**src/rtl/assert_macros.svh**
```systemverilog
// ----------------------------------------------------------------------------
// assertion macros
// shared concurrent assertion forms, clocked on clock and held off in reset
// ----------------------------------------------------------------------------
`ifndef ASSERT_MACROS_SVH
`define ASSERT_MACROS_SVH

// property that must hold in the cycle after the antecedent
`define ASSERT_NEXT(lbl, ante, cons, msg) \
   lbl: assert property (@(posedge clock) disable iff (reset) (ante) |=> (cons)) \
      else $error(msg);

// property that must hold in the same cycle as the antecedent
`define ASSERT_SAME(lbl, ante, cons, msg) \
   lbl: assert property (@(posedge clock) disable iff (reset) (ante) |-> (cons)) \
      else $error(msg);

`endif

```
**src/rtl/mfcr_pkg.sv**
```systemverilog
// ----------------------------------------------------------------------------
// mfcr_pkg
// types, constants and the crc helper of the framed crc16 receiver
// ----------------------------------------------------------------------------
`default_nettype none

package mfcr_pkg;

   // widths
   localparam int LENGTH_BITS_DEF = 19;
   localparam int TIMEOUT_W       = 16;
   localparam int MAX_LEN_W       = 19;
   localparam int LEN_FIELD_W     = 32;
   localparam int CRC_W           = 16;
   localparam int CSR_INDEX_W     = 3;
   localparam int CSR_DATA_W      = 19;
   localparam int COUNT_W         = 3;

   // register indexes
   localparam logic [CSR_INDEX_W-1:0] REG_HEADER_TO   = 3'd0;
   localparam logic [CSR_INDEX_W-1:0] REG_FIELD_TO    = 3'd1;
   localparam logic [CSR_INDEX_W-1:0] REG_ERRTRAIL_TO = 3'd2;
   localparam logic [CSR_INDEX_W-1:0] REG_BODY_TO     = 3'd3;
   localparam logic [CSR_INDEX_W-1:0] REG_MAX_LENGTH  = 3'd4;

   // register reset values
   localparam logic [TIMEOUT_W-1:0] HEADER_TO_RST   = 16'd8000;
   localparam logic [TIMEOUT_W-1:0] FIELD_TO_RST    = 16'd3000;
   localparam logic [TIMEOUT_W-1:0] ERRTRAIL_TO_RST = 16'd2000;
   localparam logic [TIMEOUT_W-1:0] BODY_TO_RST     = 16'd12000;
   localparam logic [MAX_LEN_W-1:0] MAX_LENGTH_RST  = 19'd400000;

   // frame constants
   localparam logic [31:0]       MAGIC_DATA  = 32'h5056_4943;
   localparam logic [31:0]       MAGIC_ERR   = 32'h5056_4945;
   localparam logic [CRC_W-1:0]  CRC_INIT    = 16'hFFFF;
   localparam logic [CRC_W-1:0]  CRC_POLY    = 16'hA001;
   localparam logic [TIMEOUT_W-1:0] TICKS_MAX = 16'hFFFF;
   localparam logic [COUNT_W-1:0] WINDOW_FULL = 3'd4;
   localparam logic [COUNT_W-1:0] LEN_BYTES   = 3'd4;
   localparam logic [COUNT_W-1:0] FIELD_BYTES = 3'd6;

   typedef enum logic [1:0] {
      OP_START = 2'd0,
      OP_BYTE  = 2'd1,
      OP_TICK  = 2'd2,
      OP_NONE  = 2'd3
   } op_type;

   typedef enum logic [2:0] {
      PH_IDLE,
      PH_HUNT,
      PH_FIELDS,
      PH_ERRTRAIL,
      PH_BODY,
      PH_REPORT
   } phase_type;

   typedef enum logic [2:0] {
      ST_OK          = 3'd0,
      ST_HEADER_TO   = 3'd1,
      ST_LENGTH_TO   = 3'd2,
      ST_BAD_LENGTH  = 3'd3,
      ST_CAMERA_ERR  = 3'd4,
      ST_ERRTRAIL_TO = 3'd5,
      ST_BODY_TO     = 3'd6,
      ST_CRC_BAD     = 3'd7
   } status_type;

   localparam logic KIND_BODY   = 1'b0;
   localparam logic KIND_STATUS = 1'b1;

   typedef struct packed {
      logic [TIMEOUT_W-1:0] header_to;
      logic [TIMEOUT_W-1:0] field_to;
      logic [TIMEOUT_W-1:0] errtrail_to;
      logic [TIMEOUT_W-1:0] body_to;
      logic [MAX_LEN_W-1:0] max_length;
   } cfg_type;

   typedef struct packed {
      logic             kind;
      logic [7:0]       body_byte;
      status_type       status;
      logic [CRC_W-1:0] frame_crc;
   } rsp_type;

   // crc-16/modbus update over one byte, lsb first
   function automatic logic [CRC_W-1:0] crc16_byte(input logic [CRC_W-1:0] crc,
                                                   input logic [7:0] b);
      logic [CRC_W-1:0] c;
      c = crc ^ {8'h00, b};
      for (int i = 0; i < 8; i++) begin
         c = c[0] ? ((c >> 1) ^ CRC_POLY) : (c >> 1);
      end
      return c;
   endfunction

endpackage

`default_nettype wire

```
**src/rtl/magic_framed_crc16_receiver.sv**
```systemverilog
// ----------------------------------------------------------------------------
// magic_framed_crc16_receiver
// length-prefixed frame receiver with magic search and crc-16/modbus check
// ----------------------------------------------------------------------------
// usage:
//  - req channel carries one word per start, received byte or 1 ms tick;
//    a word is taken when req_valid is high and req_stall is low
//  - rsp channel returns at most one word per request word: a passed-through
//    body byte or a final status, with length and crc when ok; taken when
//    rsp_valid is high and rsp_stall is low
//  - csr channel writes the timeout and max length registers; csr_ready is
//    always high, writes belong to idle periods
//  - path: a request word is held in the input register, then processed
//    and written into the result register, which drives the rsp ports
//  - throughput: one word per cycle when not stalled; the frame state update
//    is the single pass between input and result register
//  - a stalled result register holds its word and stops the input register;
//    req_stall rises once the input register is full and cannot drain
//  - reset puts the receiver in idle with the register defaults; bytes and
//    ticks are ignored until a start word arms it
// ----------------------------------------------------------------------------
`default_nettype none
`include "assert_macros.svh"

module magic_framed_crc16_receiver #(
   parameter int LENGTH_BITS = mfcr_pkg::LENGTH_BITS_DEF
) (
   input  logic                              clock,
   input  logic                              reset,
   // request channel
   input  logic                              req_valid,
   output logic                              req_stall,
   input  logic [1:0]                        req_op,
   input  logic [7:0]                        req_data_byte,
   // result channel
   output logic                              rsp_valid,
   input  logic                              rsp_stall,
   output logic                              rsp_kind,
   output logic [7:0]                        rsp_body_byte,
   output logic [2:0]                        rsp_status,
   output logic [LENGTH_BITS-1:0]            rsp_frame_length,
   output logic [15:0]                       rsp_frame_crc,
   // csr write channel
   input  logic                              csr_valid,
   output logic                              csr_ready,
   input  logic [mfcr_pkg::CSR_INDEX_W-1:0]  csr_index,
   input  logic [mfcr_pkg::CSR_DATA_W-1:0]   csr_wdata
);
   import mfcr_pkg::*;

   cfg_type                 cfg;
   logic                    in_valid_ff, in_valid_in;
   op_type                  in_op_ff;
   logic [7:0]              in_byte_ff;
   logic                    adv;
   logic                    req_take;
   logic                    res_valid;
   rsp_type                 res;
   logic [LENGTH_BITS-1:0]  res_length;
   logic                    rsp_load;
   logic                    rsp_valid_ff, rsp_valid_in;
   rsp_type                 rsp_ff;
   logic [LENGTH_BITS-1:0]  rsp_length_ff;

   // configuration registers
   mfcr_csr_regs u_csr (
      .clock     (clock),
      .reset     (reset),
      .csr_valid (csr_valid),
      .csr_ready (csr_ready),
      .csr_index (csr_index),
      .csr_wdata (csr_wdata),
      .cfg       (cfg)
   );

   // input register advances whenever the result register can take a word
   assign adv       = in_valid_ff & ~(rsp_valid_ff & rsp_stall);
   assign req_stall = in_valid_ff & ~adv;
   assign req_take  = req_valid & ~req_stall;

   always_comb begin
      in_valid_in = in_valid_ff;
      if (req_take)  in_valid_in = 1'b1;
      else if (adv)  in_valid_in = 1'b0;
   end

   always_ff @(posedge clock) begin
      if (reset) begin
         in_valid_ff <= 1'b0;
      end else begin
         in_valid_ff <= in_valid_in;
      end
   end

   always_ff @(posedge clock) begin
      if (req_take) begin
         in_op_ff   <= op_type'(req_op);
         in_byte_ff <= req_data_byte;
      end
   end

   // frame state machine
   mfcr_frame_ctrl #(
      .LENGTH_BITS (LENGTH_BITS)
   ) u_ctrl (
      .clock      (clock),
      .reset      (reset),
      .cfg        (cfg),
      .item_valid (adv),
      .item_op    (in_op_ff),
      .item_byte  (in_byte_ff),
      .res_valid  (res_valid),
      .res        (res),
      .res_length (res_length)
   );

   // result register
   assign rsp_load = adv & res_valid;

   always_comb begin
      rsp_valid_in = rsp_valid_ff;
      if (rsp_load)         rsp_valid_in = 1'b1;
      else if (!rsp_stall)  rsp_valid_in = 1'b0;
   end

   always_ff @(posedge clock) begin
      if (reset) begin
         rsp_valid_ff <= 1'b0;
      end else begin
         rsp_valid_ff <= rsp_valid_in;
      end
   end

   always_ff @(posedge clock) begin
      if (rsp_load) begin
         rsp_ff        <= res;
         rsp_length_ff <= res_length;
      end
   end

   assign rsp_valid        = rsp_valid_ff;
   assign rsp_kind         = rsp_ff.kind;
   assign rsp_body_byte    = rsp_ff.body_byte;
   assign rsp_status       = rsp_ff.status;
   assign rsp_frame_length = rsp_length_ff;
   assign rsp_frame_crc    = rsp_ff.frame_crc;

   // checks
   `ASSERT_SAME(a_no_adv_on_stall, rsp_valid_ff && rsp_stall, !adv, "word taken under stall")
   `ASSERT_NEXT(a_held_word_kept, in_valid_ff && !adv, in_valid_ff, "held request word was lost")
   `ASSERT_NEXT(a_no_repeat, rsp_valid_ff && !rsp_stall && !rsp_load, !rsp_valid_ff, "word repeated")

endmodule

`default_nettype wire

```
**src/rtl/mfcr_csr_regs.sv**
```systemverilog
// ----------------------------------------------------------------------------
// mfcr_csr_regs
// timeout and maximum length registers behind the csr write channel
// ----------------------------------------------------------------------------
`default_nettype none

module mfcr_csr_regs (
   input  logic                                clock,
   input  logic                                reset,
   input  logic                                csr_valid,
   output logic                                csr_ready,
   input  logic [mfcr_pkg::CSR_INDEX_W-1:0]    csr_index,
   input  logic [mfcr_pkg::CSR_DATA_W-1:0]     csr_wdata,
   output mfcr_pkg::cfg_type                   cfg
);
   import mfcr_pkg::*;

   cfg_type cfg_ff;
   cfg_type cfg_in;
   logic    wr_en;

   // writes are always taken
   assign csr_ready = 1'b1;
   assign wr_en     = csr_valid & csr_ready;

   // decode the index, unknown indexes leave the registers alone
   always_comb begin
      cfg_in = cfg_ff;
      if (wr_en) begin
         case (csr_index)
            REG_HEADER_TO:   cfg_in.header_to   = csr_wdata[TIMEOUT_W-1:0];
            REG_FIELD_TO:    cfg_in.field_to    = csr_wdata[TIMEOUT_W-1:0];
            REG_ERRTRAIL_TO: cfg_in.errtrail_to = csr_wdata[TIMEOUT_W-1:0];
            REG_BODY_TO:     cfg_in.body_to     = csr_wdata[TIMEOUT_W-1:0];
            REG_MAX_LENGTH:  cfg_in.max_length  = csr_wdata[MAX_LEN_W-1:0];
            default: ;
         endcase
      end
   end

   always_ff @(posedge clock) begin
      if (reset) begin
         cfg_ff.header_to   <= HEADER_TO_RST;
         cfg_ff.field_to    <= FIELD_TO_RST;
         cfg_ff.errtrail_to <= ERRTRAIL_TO_RST;
         cfg_ff.body_to     <= BODY_TO_RST;
         cfg_ff.max_length  <= MAX_LENGTH_RST;
      end else begin
         cfg_ff <= cfg_in;
      end
   end

   assign cfg = cfg_ff;

endmodule

`default_nettype wire

```
**src/rtl/mfcr_frame_ctrl.sv**
```systemverilog
// ----------------------------------------------------------------------------
// mfcr_frame_ctrl
// frame state machine: magic hunt, header fields, body crc and status report
// ----------------------------------------------------------------------------
`default_nettype none

module mfcr_frame_ctrl #(
   parameter int LENGTH_BITS = mfcr_pkg::LENGTH_BITS_DEF
) (
   input  logic                         clock,
   input  logic                         reset,
   input  mfcr_pkg::cfg_type            cfg,
   input  logic                         item_valid,
   input  mfcr_pkg::op_type             item_op,
   input  logic [7:0]                   item_byte,
   output logic                         res_valid,
   output mfcr_pkg::rsp_type            res,
   output logic [LENGTH_BITS-1:0]       res_length
);
   import mfcr_pkg::*;

   phase_type               phase_ff,   phase_in;
   logic [31:0]             window_ff,  window_in;
   logic [COUNT_W-1:0]      fill_ff,    fill_in;
   logic [COUNT_W-1:0]      count_ff,   count_in;
   logic [LEN_FIELD_W-1:0]  length_ff,  length_in;
   logic [CRC_W-1:0]        exp_crc_ff, exp_crc_in;
   logic [CRC_W-1:0]        run_crc_ff, run_crc_in;
   logic [LENGTH_BITS-1:0]  left_ff,    left_in;
   logic [TIMEOUT_W-1:0]    elapsed_ff, elapsed_in;

   logic [TIMEOUT_W-1:0]    elapsed_inc;
   logic [TIMEOUT_W-1:0]    limit;
   status_type              to_status;
   logic                    tick_expired;
   logic [31:0]             window_shift;
   logic [COUNT_W-1:0]      fill_inc;
   logic                    hit_data;
   logic                    hit_err;
   logic [COUNT_W-1:0]      count_inc;
   logic                    fields_done;
   logic [LEN_FIELD_W-1:0]  length_upd;
   logic [CRC_W-1:0]        exp_crc_upd;
   logic                    bad_length;
   logic [LENGTH_BITS-1:0]  left_dec;
   logic [CRC_W-1:0]        crc_next;
   logic                    crc_match;

   // idle tick count, saturating
   assign elapsed_inc = (elapsed_ff == TICKS_MAX) ? elapsed_ff : elapsed_ff + 1'b1;

   // timeout limit and status of the current phase
   always_comb begin
      case (phase_ff)
         PH_HUNT: begin
            limit     = cfg.header_to;
            to_status = ST_HEADER_TO;
         end
         PH_FIELDS: begin
            limit     = cfg.field_to;
            to_status = ST_LENGTH_TO;
         end
         PH_ERRTRAIL: begin
            limit     = cfg.errtrail_to;
            to_status = ST_ERRTRAIL_TO;
         end
         default: begin
            limit     = cfg.body_to;
            to_status = ST_BODY_TO;
         end
      endcase
   end
   assign tick_expired = elapsed_inc > limit;

   // magic window
   assign window_shift = {window_ff[23:0], item_byte};
   assign fill_inc     = (fill_ff == WINDOW_FULL) ? fill_ff : fill_ff + 1'b1;
   assign hit_data     = (fill_inc == WINDOW_FULL) && (window_shift == MAGIC_DATA);
   assign hit_err      = (fill_inc == WINDOW_FULL) && (window_shift == MAGIC_ERR);

   // header fields: four length bytes then two crc bytes, big-endian
   assign count_inc   = count_ff + 1'b1;
   assign fields_done = count_inc >= FIELD_BYTES;
   assign length_upd  = (count_ff < LEN_BYTES) ? {length_ff[LEN_FIELD_W-9:0], item_byte}
                                               : length_ff;
   assign exp_crc_upd = (count_ff < LEN_BYTES) ? exp_crc_ff
                                               : {exp_crc_ff[CRC_W-9:0], item_byte};
   assign bad_length  = (length_upd == '0)
                      || (length_upd > LEN_FIELD_W'(cfg.max_length))
                      || ((length_upd >> LENGTH_BITS) != '0);

   // body
   assign left_dec  = left_ff - 1'b1;
   assign crc_next  = crc16_byte(run_crc_ff, item_byte);
   assign crc_match = run_crc_ff == exp_crc_ff;

   // next phase
   always_comb begin
      phase_in = phase_ff;
      if (item_valid) begin
         if (phase_ff == PH_REPORT) begin
            phase_in = (item_op == OP_START) ? PH_HUNT : PH_IDLE;
         end else if (item_op == OP_START) begin
            phase_in = PH_HUNT;
         end else if (phase_ff != PH_IDLE) begin
            case (item_op)
               OP_TICK: begin
                  if (tick_expired) phase_in = PH_IDLE;
               end
               OP_BYTE: begin
                  case (phase_ff)
                     PH_HUNT: begin
                        if (hit_data)     phase_in = PH_FIELDS;
                        else if (hit_err) phase_in = PH_ERRTRAIL;
                     end
                     PH_FIELDS: begin
                        if (fields_done) phase_in = bad_length ? PH_IDLE : PH_BODY;
                     end
                     PH_ERRTRAIL: begin
                        if (fields_done) phase_in = PH_IDLE;
                     end
                     PH_BODY: begin
                        if (left_dec == '0) phase_in = PH_REPORT;
                     end
                     default: ;
                  endcase
               end
               default: ;
            endcase
         end
      end
   end

   // datapath updates and result word
   always_comb begin
      window_in  = window_ff;
      fill_in    = fill_ff;
      count_in   = count_ff;
      length_in  = length_ff;
      exp_crc_in = exp_crc_ff;
      run_crc_in = run_crc_ff;
      left_in    = left_ff;
      elapsed_in = elapsed_ff;
      res_valid  = 1'b0;
      res        = '0;
      res_length = '0;
      if (item_valid) begin
         if (phase_ff == PH_REPORT || item_op == OP_START) begin
            // final status of a finished body
            if (phase_ff == PH_REPORT) begin
               res_valid  = 1'b1;
               res.kind   = KIND_STATUS;
               res.status = crc_match ? ST_OK : ST_CRC_BAD;
               if (crc_match) begin
                  res.frame_crc = exp_crc_ff;
                  res_length    = length_ff[LENGTH_BITS-1:0];
               end
            end
            // arm
            if (item_op == OP_START) begin
               window_in  = '0;
               fill_in    = '0;
               count_in   = '0;
               length_in  = '0;
               exp_crc_in = '0;
               run_crc_in = CRC_INIT;
               left_in    = '0;
               elapsed_in = '0;
            end
         end else if (phase_ff != PH_IDLE) begin
            case (item_op)
               OP_TICK: begin
                  elapsed_in = elapsed_inc;
                  if (tick_expired) begin
                     res_valid  = 1'b1;
                     res.kind   = KIND_STATUS;
                     res.status = to_status;
                  end
               end
               OP_BYTE: begin
                  if (phase_ff == PH_HUNT) begin
                     window_in = window_shift;
                     fill_in   = fill_inc;
                     if (hit_data || hit_err) begin
                        count_in   = '0;
                        elapsed_in = '0;
                     end
                  end else begin
                     elapsed_in = '0;
                     case (phase_ff)
                        PH_FIELDS: begin
                           count_in   = count_inc;
                           length_in  = length_upd;
                           exp_crc_in = exp_crc_upd;
                           if (fields_done) begin
                              if (bad_length) begin
                                 res_valid  = 1'b1;
                                 res.kind   = KIND_STATUS;
                                 res.status = ST_BAD_LENGTH;
                              end else begin
                                 left_in    = length_upd[LENGTH_BITS-1:0];
                                 run_crc_in = CRC_INIT;
                              end
                           end
                        end
                        PH_ERRTRAIL: begin
                           count_in = count_inc;
                           if (fields_done) begin
                              res_valid  = 1'b1;
                              res.kind   = KIND_STATUS;
                              res.status = ST_CAMERA_ERR;
                           end
                        end
                        PH_BODY: begin
                           run_crc_in    = crc_next;
                           left_in       = left_dec;
                           res_valid     = 1'b1;
                           res.kind      = KIND_BODY;
                           res.body_byte = item_byte;
                        end
                        default: ;
                     endcase
                  end
               end
               default: ;
            endcase
         end
      end
   end

   // control state
   always_ff @(posedge clock) begin
      if (reset) begin
         phase_ff   <= PH_IDLE;
         fill_ff    <= '0;
         count_ff   <= '0;
         elapsed_ff <= '0;
      end else begin
         phase_ff   <= phase_in;
         fill_ff    <= fill_in;
         count_ff   <= count_in;
         elapsed_ff <= elapsed_in;
      end
   end

   // frame payload, always initialised by start before use
   always_ff @(posedge clock) begin
      window_ff  <= window_in;
      length_ff  <= length_in;
      exp_crc_ff <= exp_crc_in;
      run_crc_ff <= run_crc_in;
      left_ff    <= left_in;
   end

endmodule

`default_nettype wire
```
**config.mk**
```make
export PLATFORM = sky130hd
export DESIGN_NAME = magic_framed_crc16_receiver
export DESIGN_NICKNAME = d
export VERILOG_FILES = /design/src/rtl/mfcr_pkg.sv /design/src/rtl/magic_framed_crc16_receiver.sv /design/src/rtl/mfcr_csr_regs.sv /design/src/rtl/mfcr_frame_ctrl.sv
export VERILOG_INCLUDE_DIRS = /design/src /design/src/rtl
export SDC_FILE = /design/constraint.sdc
export NUM_CORES = 1
export LEC_CHECK = 0
export BUFFER_PORTS_ARGS = -buffer_cell sky130_fd_sc_hd__buf_2
export CORE_ASPECT_RATIO = 1.75
export CORE_UTILIZATION = 45
export CTS_CLUSTER_SIZE = 30
export DETAILED_ROUTE_END_ITERATION = 10
export GPL_ROUTABILITY_DRIVEN = 0
export PLACE_DENSITY = 0.66
export SYNTH_ARGS = -nofsm -noshare
export SYNTH_HDL_FRONTEND = slang
export SYNTH_SLANG_ARGS = --single-unit
```
**constraint.sdc**
```tcl
create_clock -name clock -period 5.65 [get_ports clock]
set_input_delay 0.2825 -clock clock [delete_from_list [all_inputs] [get_ports clock]]
set_output_delay 0.2825 -clock clock [all_outputs]
set_load 0.05 [all_outputs]
```
-- Word level (Yosys, flattened, before mapping)
Cells that the tools add are included.
- bits in registers: 274
- latch bits: 0
- memory bits (writable): 0
- bits in read-only memories: 0
- word-level logic and storage cells: 226
- memories kept: 0
- $add $sub $neg: 4
- multipliers: 0
- div/mod/pow operators: 0
- magnitude comparators: 4
- equal/unequal tests: 31
- shifts and indexed selects: 0
- multiplexer cells: 107
- bitwise operators: 20
- reduce and logical (&&, ||, !) cells: 37
- operator list (cell ; count):
    2-to-1 mux 16 bit ; 28
    2-to-1 mux 32 bit ; 7
    2-to-1 mux 19 bit ; 8
    2-to-1 mux 24 bit ; 4
    2-to-1 mux 3 bit ; 27
    == test 32 x 31 -> 1 bit (second input constant) ; 2
    one-hot mux 16 bit (2 select lines) ; 2
    one-hot mux 16 bit (3 select lines) ; 1
    one-hot mux 19 bit (2 select lines) ; 1
    > comparator 32 x 19 -> 1 bit ; 1
    logical NOT 32 bit ; 1
    nonzero test 32 bit ; 1
    2-to-1 mux 12 bit ; 2
    inverter 2 -> 3 bit ; 8
    logical NOT 19 bit ; 1
    subtractor 19 x 1 -> 19 bit (second input constant) ; 1
    one-hot mux 3 bit (2 select lines) ; 3
    adder 16 x 1 -> 16 bit (second input constant) ; 1
    == test 16 bit ; 1
    == test 16 bit (second input constant) ; 1
    > comparator 16 bit ; 1
    2-to-1 mux 8 bit ; 2
    XOR 16 x 8 -> 16 bit ; 1
    == test 3 bit (second input constant) ; 5
    41 further kinds ; 93

-- Logic depth before layout (Yosys ltp)
- depth in word-level cells: 22
- gate-level depth with buffers: 16
- mapped depth without buffers: 15

-- By module
Synthesis repeated with hierarchy kept, for this count alone.
- cells, all modules: 1312
- area total of the unflattened synthesis: 14136.1 µm²
- modules (own cells, without submodules) (module ; times used ; cells an instance ; area an instance (µm²)):
    mfcr_frame_ctrl ; 1 ; 928 ; 8988.6
    mfcr_csr_regs ; 1 ; 315 ; 3342.0
    magic_framed_crc16_receiver ; 1 ; 69 ; 1805.5

-- Worst setup path before layout
No wires, ideal clock.
- path type: reg-to-reg
- from: register u_ctrl.elapsed_ff[3]
- to: register rsp_ff (netlist bit rsp_body_byte[0]) (enable)
- setup time: 577 ps
- arrival: 4283 ps
- data required time: 5073 ps
- slack: 790 ps
- cell stages (with the launch flop): 17
- path through: dfxtp_1 buf_2 and4_1 nand4_1 or4_1 nand4_1 nor2_1 xor2_1 ha_1 a21oi_1 o21ai_0 a211o_1 a211oi_1 or2_2 nand2_1 o31ai_1 nand2_1
- longest elaborated chain between the ends: 9
- ends and longest elaborated chain (what ; line ; source):
    start, declared ; mfcr_frame_ctrl.sv:30 ; logic [TIMEOUT_W-1:0] elapsed_ff, elapsed_in;
    start signal, assigned ; mfcr_frame_ctrl.sv:242 ; elapsed_ff <= elapsed_in;
    adder 16 x 1 -> 16 bit / == test 16 bit (equally long branches) ; mfcr_frame_ctrl.sv:50 ; assign elapsed_inc = (elapsed_ff == TICKS_MAX) ? elapsed_ff : elapsed_ff + 1'b1;
    2-to-1 mux 16 bit * ; mfcr_frame_ctrl.sv:50 ;
    > comparator 16 bit * ; mfcr_frame_ctrl.sv:73 ; assign tick_expired = elapsed_inc > limit;
    2-to-1 mux 1 bit * ; mfcr_frame_ctrl.sv:174 ; if (tick_expired) begin
    one-hot mux 1 bit (2 select lines) * ; mfcr_frame_ctrl.sv:171 ; case (item_op)
    2-to-1 mux 1 bit * ; mfcr_frame_ctrl.sv:170 ; end else if (phase_ff != PH_IDLE) begin
    2-to-1 mux 1 bit * ; mfcr_frame_ctrl.sv:148 ; if (phase_ff == PH_REPORT || item_op == OP_START) begin
    2-to-1 mux 1 bit * ; mfcr_frame_ctrl.sv:147 ; if (item_valid) begin
    AND 1 bit * ; magic_framed_crc16_receiver.sv:118 ; assign rsp_load = adv & res_valid;
    named net rsp_load ; magic_framed_crc16_receiver.sv:60 ; logic rsp_load;
    end signal, assigned ; magic_framed_crc16_receiver.sv:136 ; rsp_ff <= res;
    end, declared ; magic_framed_crc16_receiver.sv:62 ; rsp_type rsp_ff;
Mark *: on every way through the listed nets, which the timed path passes. The rest lies on a longest branch.
A chain may end at the register's enable or synchronous reset.

-- Final worst setup path
- from: register u_ctrl.elapsed_ff[3]
- to: register rsp_length_ff[6], in the netlist rsp_frame_length[6] (enable)
- longest elaborated chain between the ends: 9
- ends and longest elaborated chain (what ; line ; source):
    adder 16 x 1 -> 16 bit / == test 16 bit (equally long branches) ; mfcr_frame_ctrl.sv:50 ;
    2-to-1 mux 16 bit * ; mfcr_frame_ctrl.sv:50 ;
    > comparator 16 bit * ; mfcr_frame_ctrl.sv:73 ;
    2-to-1 mux 1 bit * ; mfcr_frame_ctrl.sv:174 ;
    one-hot mux 1 bit (2 select lines) * ; mfcr_frame_ctrl.sv:171 ;
    2-to-1 mux 1 bit * ; mfcr_frame_ctrl.sv:170 ;
    2-to-1 mux 1 bit * ; mfcr_frame_ctrl.sv:148 ;
    2-to-1 mux 1 bit * ; mfcr_frame_ctrl.sv:147 ;
    AND 1 bit * ; magic_framed_crc16_receiver.sv:118 ;
    named net rsp_load ; magic_framed_crc16_receiver.sv:60 ;
    end signal, assigned ; magic_framed_crc16_receiver.sv:137 ; rsp_length_ff <= res_length;
    end, declared ; magic_framed_crc16_receiver.sv:63 ; logic [LENGTH_BITS-1:0] rsp_length_ff;
Marked as above.

==> impl_metrics.tcl <==
set metrics [dict create \
    avgSynthCellArea_sq_um 9.93 \
    leakage_uw 0.00569 \
    max_freq_mhz 207 \
    hpwl_um 24600 \
    r2r_end "rsp_frame_length[6]" \
    crit_start "u_ctrl.elapsed_ff[3]" \
    track_usage_pct 22.3 \
    area_growth_pct 13.8 \
    synth_cell_types 66 \
    clockRootBuffer "clkbuf_16" \
    peakVddDrop_mv 0.242 \
    cp_num_buf_inv 1 \
    overflow 0 \
    cts_resized 0 \
    layout_min_cycle_time_ns 4.82 \
    drive_gt1_share_pct 13.4 \
    synth_most_common_cell "nand2_1" \
    wl_per_cell_um 18.3 \
    grt_max_degree 68 \
    routed_wirelength_um 34000 \
    tritoncts "built" \
    maxSlewViolCount 0 \
    fin_nets 1527 \
    fin_util_pct 51.8 \
    synth_area_leaders "edfxtp_1 36%, dfxtp_1 16%, nand2_1 6.4%, a21oi_1 4.5%, and2_1 4.3%" \
    setup_tns_ns 0 \
    ant_nets 0 \
    final_cell_area_sq_um 15500 \
    antenna_found_initial 0 \
    cts_buffers 26 \
    crit_family "simple AND/OR/NAND/NOR gates" \
    outcome "complete, no violations" \
    viasPerCell 5.55 \
    drtIter0Drc 529 \
    rr_worst_depth 15 \
    cp_slowest_cell "or4_1" \
    hold_viol 0 \
    powerDensity_nw_per_um2 284 \
    clk_latency_ns 0.55 \
    syn-cell-area_sq_um 13600 \
    cp_cell_sequence "and4_1 -> nand4_1 -> or4_1 -> nand4_1 -> nor2_1 -> xor2_1 -> ha_1 -> nand2_1 -> nor4_1 -> a211oi_1 -> or2_2 -> nand2_1 -> o31ai_1 -> nand2_2 -> buf_4" \
    antenna_cells 0 \
    fin_skew_ns 0.0201 \
    synth_top_cell_area_share_pct 36.1 \
    rsz0062_at_grt "false" \
    critPathMaxFanout 47 \
    r2r_setup_slack_ns 0.83 \
    synth_edf_count 164 \
    crit_arrival_ns 5.00 \
    num_vias 10300 \
    critical_path_class "flop to flop" \
    die_w_um 134 \
    async_flop_share_pct 0 \
    grt_pass1_vias 10100 \
    finalPower_uw 4400 \
    crit_path_end "rsp_frame_length[6]" \
    cp-end-kind "flop" \
    cts_sinks 274 \
    yosys-top-cells-count "233 x nand2_1, 164 x edfxtp_1, 123 x a21oi_1, 110 x dfxtp_1, 98 x nor2_1" \
    synthFlopType "edfxtp_1" \
    max_slew_margin_pct 18.6 \
    hold_path_class "input pin to flop" \
    die_h_um 232 \
    drcViolationCount 0 \
    dr.pass1.iters 5 \
    grt_pass1_wl_um 53800 \
    pin_count 87 \
    yosysWarnings 0 \
    path_depth 15 \
    tightest_slew_ns 1.21 \
    h-tree-depth 1 \
    ys_seq_area_share_pct 52.3 \
    worstSetupStartpointType "flop" \
    numPortBuffers 85 \
    placed_area_sq_um 14400 \
    core_sq_um 30000 \
    critical_path.max_stage_delay_ns 0.62 \
    start_util_pct 45.5 \
    synth.largest_area_cell "edfxtp_1" \
    ys_seq_elements 274 \
    r2r-start "u_ctrl.elapsed_ff[3]" \
    required_ns 5.82 \
    fin_crit_sh_pct 85.4 \
    setup_viol 0 \
    rows 84 \
    clk_pin_slew_ns 0.07 \
    synth_nets 1455 \
    max_cap_viol_count 0 \
    cts_max_path_buffers 3 \
    die-area_sq_um 31000 \
    hold_slack_ns 0.0289 \
    synthCells 1373 \
]
report_power, final:
part / total, uW / leakage (uW) / switching [uW] / internal, uW
clock network: 1920 / 0.000453 / 753 / 1170
logic: 295 / 0.00278 / 183 / 111
registers: 2190 / 0.00246 / 37.7 / 2150
stage by stage:
stage                     setup slack [ns]  cells
after global routing                 0.415   1852
after CTS                            0.865   1852
after global placement                1.10   1788
after detailed placement             0.925   1788
final                                0.827   1852
after floorplan                      0.790   1373
worst min-delay path by stage:
stage / startpoint / endpoint / slack, ns / depth (start not counted)
after global routing: csr_wdata[5] / u_csr.cfg[72] / 0.04 / 3
final: csr_wdata[5] / u_csr.cfg[56] / 0.03 / 3
after detailed placement: u_csr.cfg[38] / u_csr.cfg[38] / 0.44 / 2
after global placement: u_csr.cfg[48] / u_csr.cfg[48] / 0.44 / 2
after floorplan: req_data_byte[0] / in_byte_ff[0] / 0.38 / 0
after CTS: csr_wdata[5] / u_csr.cfg[56] / 0.003 / 3
area by class of cell:
| type | count | area (sq um) |
|---|---|---|
| sequential | 274 | 7130 |
| inverter | 37 | 139 |
| clock buffer | 35 | 716 |
| multi-input combinational | 991 | 6130 |
| timing repair buffer | 115 | 691 |
| tap | 387 | 484 |
| clock inverter | 13 | 223 |
| fill | 2740 | 14400 |
state kept, by name (all words and copies together), names as in the netlist:
name / count
u_csr.cfg: 83
u_ctrl.length_ff: 32
u_ctrl.window_ff: 24
rsp_frame_length: 19
u_ctrl.left_ff: 19
rsp_frame_crc: 16
u_ctrl.elapsed_ff: 16
u_ctrl.exp_crc_ff: 16
u_ctrl.run_crc_ff: 16
in_byte_ff: 8
rsp_body_byte: 8
rsp_status: 3
u_ctrl.count_ff: 3
u_ctrl.fill_ff: 3
u_ctrl.phase_ff: 3
in_op_ff: 2
in_valid_ff: 1
rsp_kind: 1
rsp_valid: 1
layout by cell type (no fill, tap or decap), types with 22 or more instances in the layout:
cell type / instances
a21oi_1: 122
a22oi_1: 22
and2_1: 93
buf_2: 85
clkbuf_16: 27
dfxtp_1: 109
edfxtp_1: 164
ha_1: 45
inv_1: 37
mux2_2: 31
nand2_1: 232
nand3_1: 24
nand3b_1: 36
nor2_1: 96
nor4_1: 22
o21ai_0: 23
xnor2_1: 37
xor2_1: 28
kinds of logic after synthesis:
kind of cell               Yosys count  share of synthesized area (%)
xor gates and xnor gates            65                           4.18
buffers and inverters              108                           3.03
and+or+nand+nor                    600                           22.2
other                                1                         0.0275
AOI/OAI and AO/OA                  233                           10.4
DFF                                274                           52.3
adders and majority gates           45                           4.13
muxes                               47                           3.74
tightest hold or removal path: cells and delay by family:
family | cells | cell delay (ns)
AND/OR/NAND/NOR | 2 | 0.13
buffers and inverters | 1 | 0.13
routing by layer:
| layer | track usage, % | wire length (um) |
|---|---|---|
| met4 | 14.9 | 2300 |
| met5 | 0 | 0 |
| met1 | 24.1 | 12700 |
| met2 | 40.6 | 17600 |
| met3 | 2.42 | 1420 |
what timing repair did:
action                                 4_1_cts  5_1_grt
setup buffers                                0        0
endpoints found under the hold margin       16        0
hold buffers                                16        0
(Power assumes the default switching activity.)
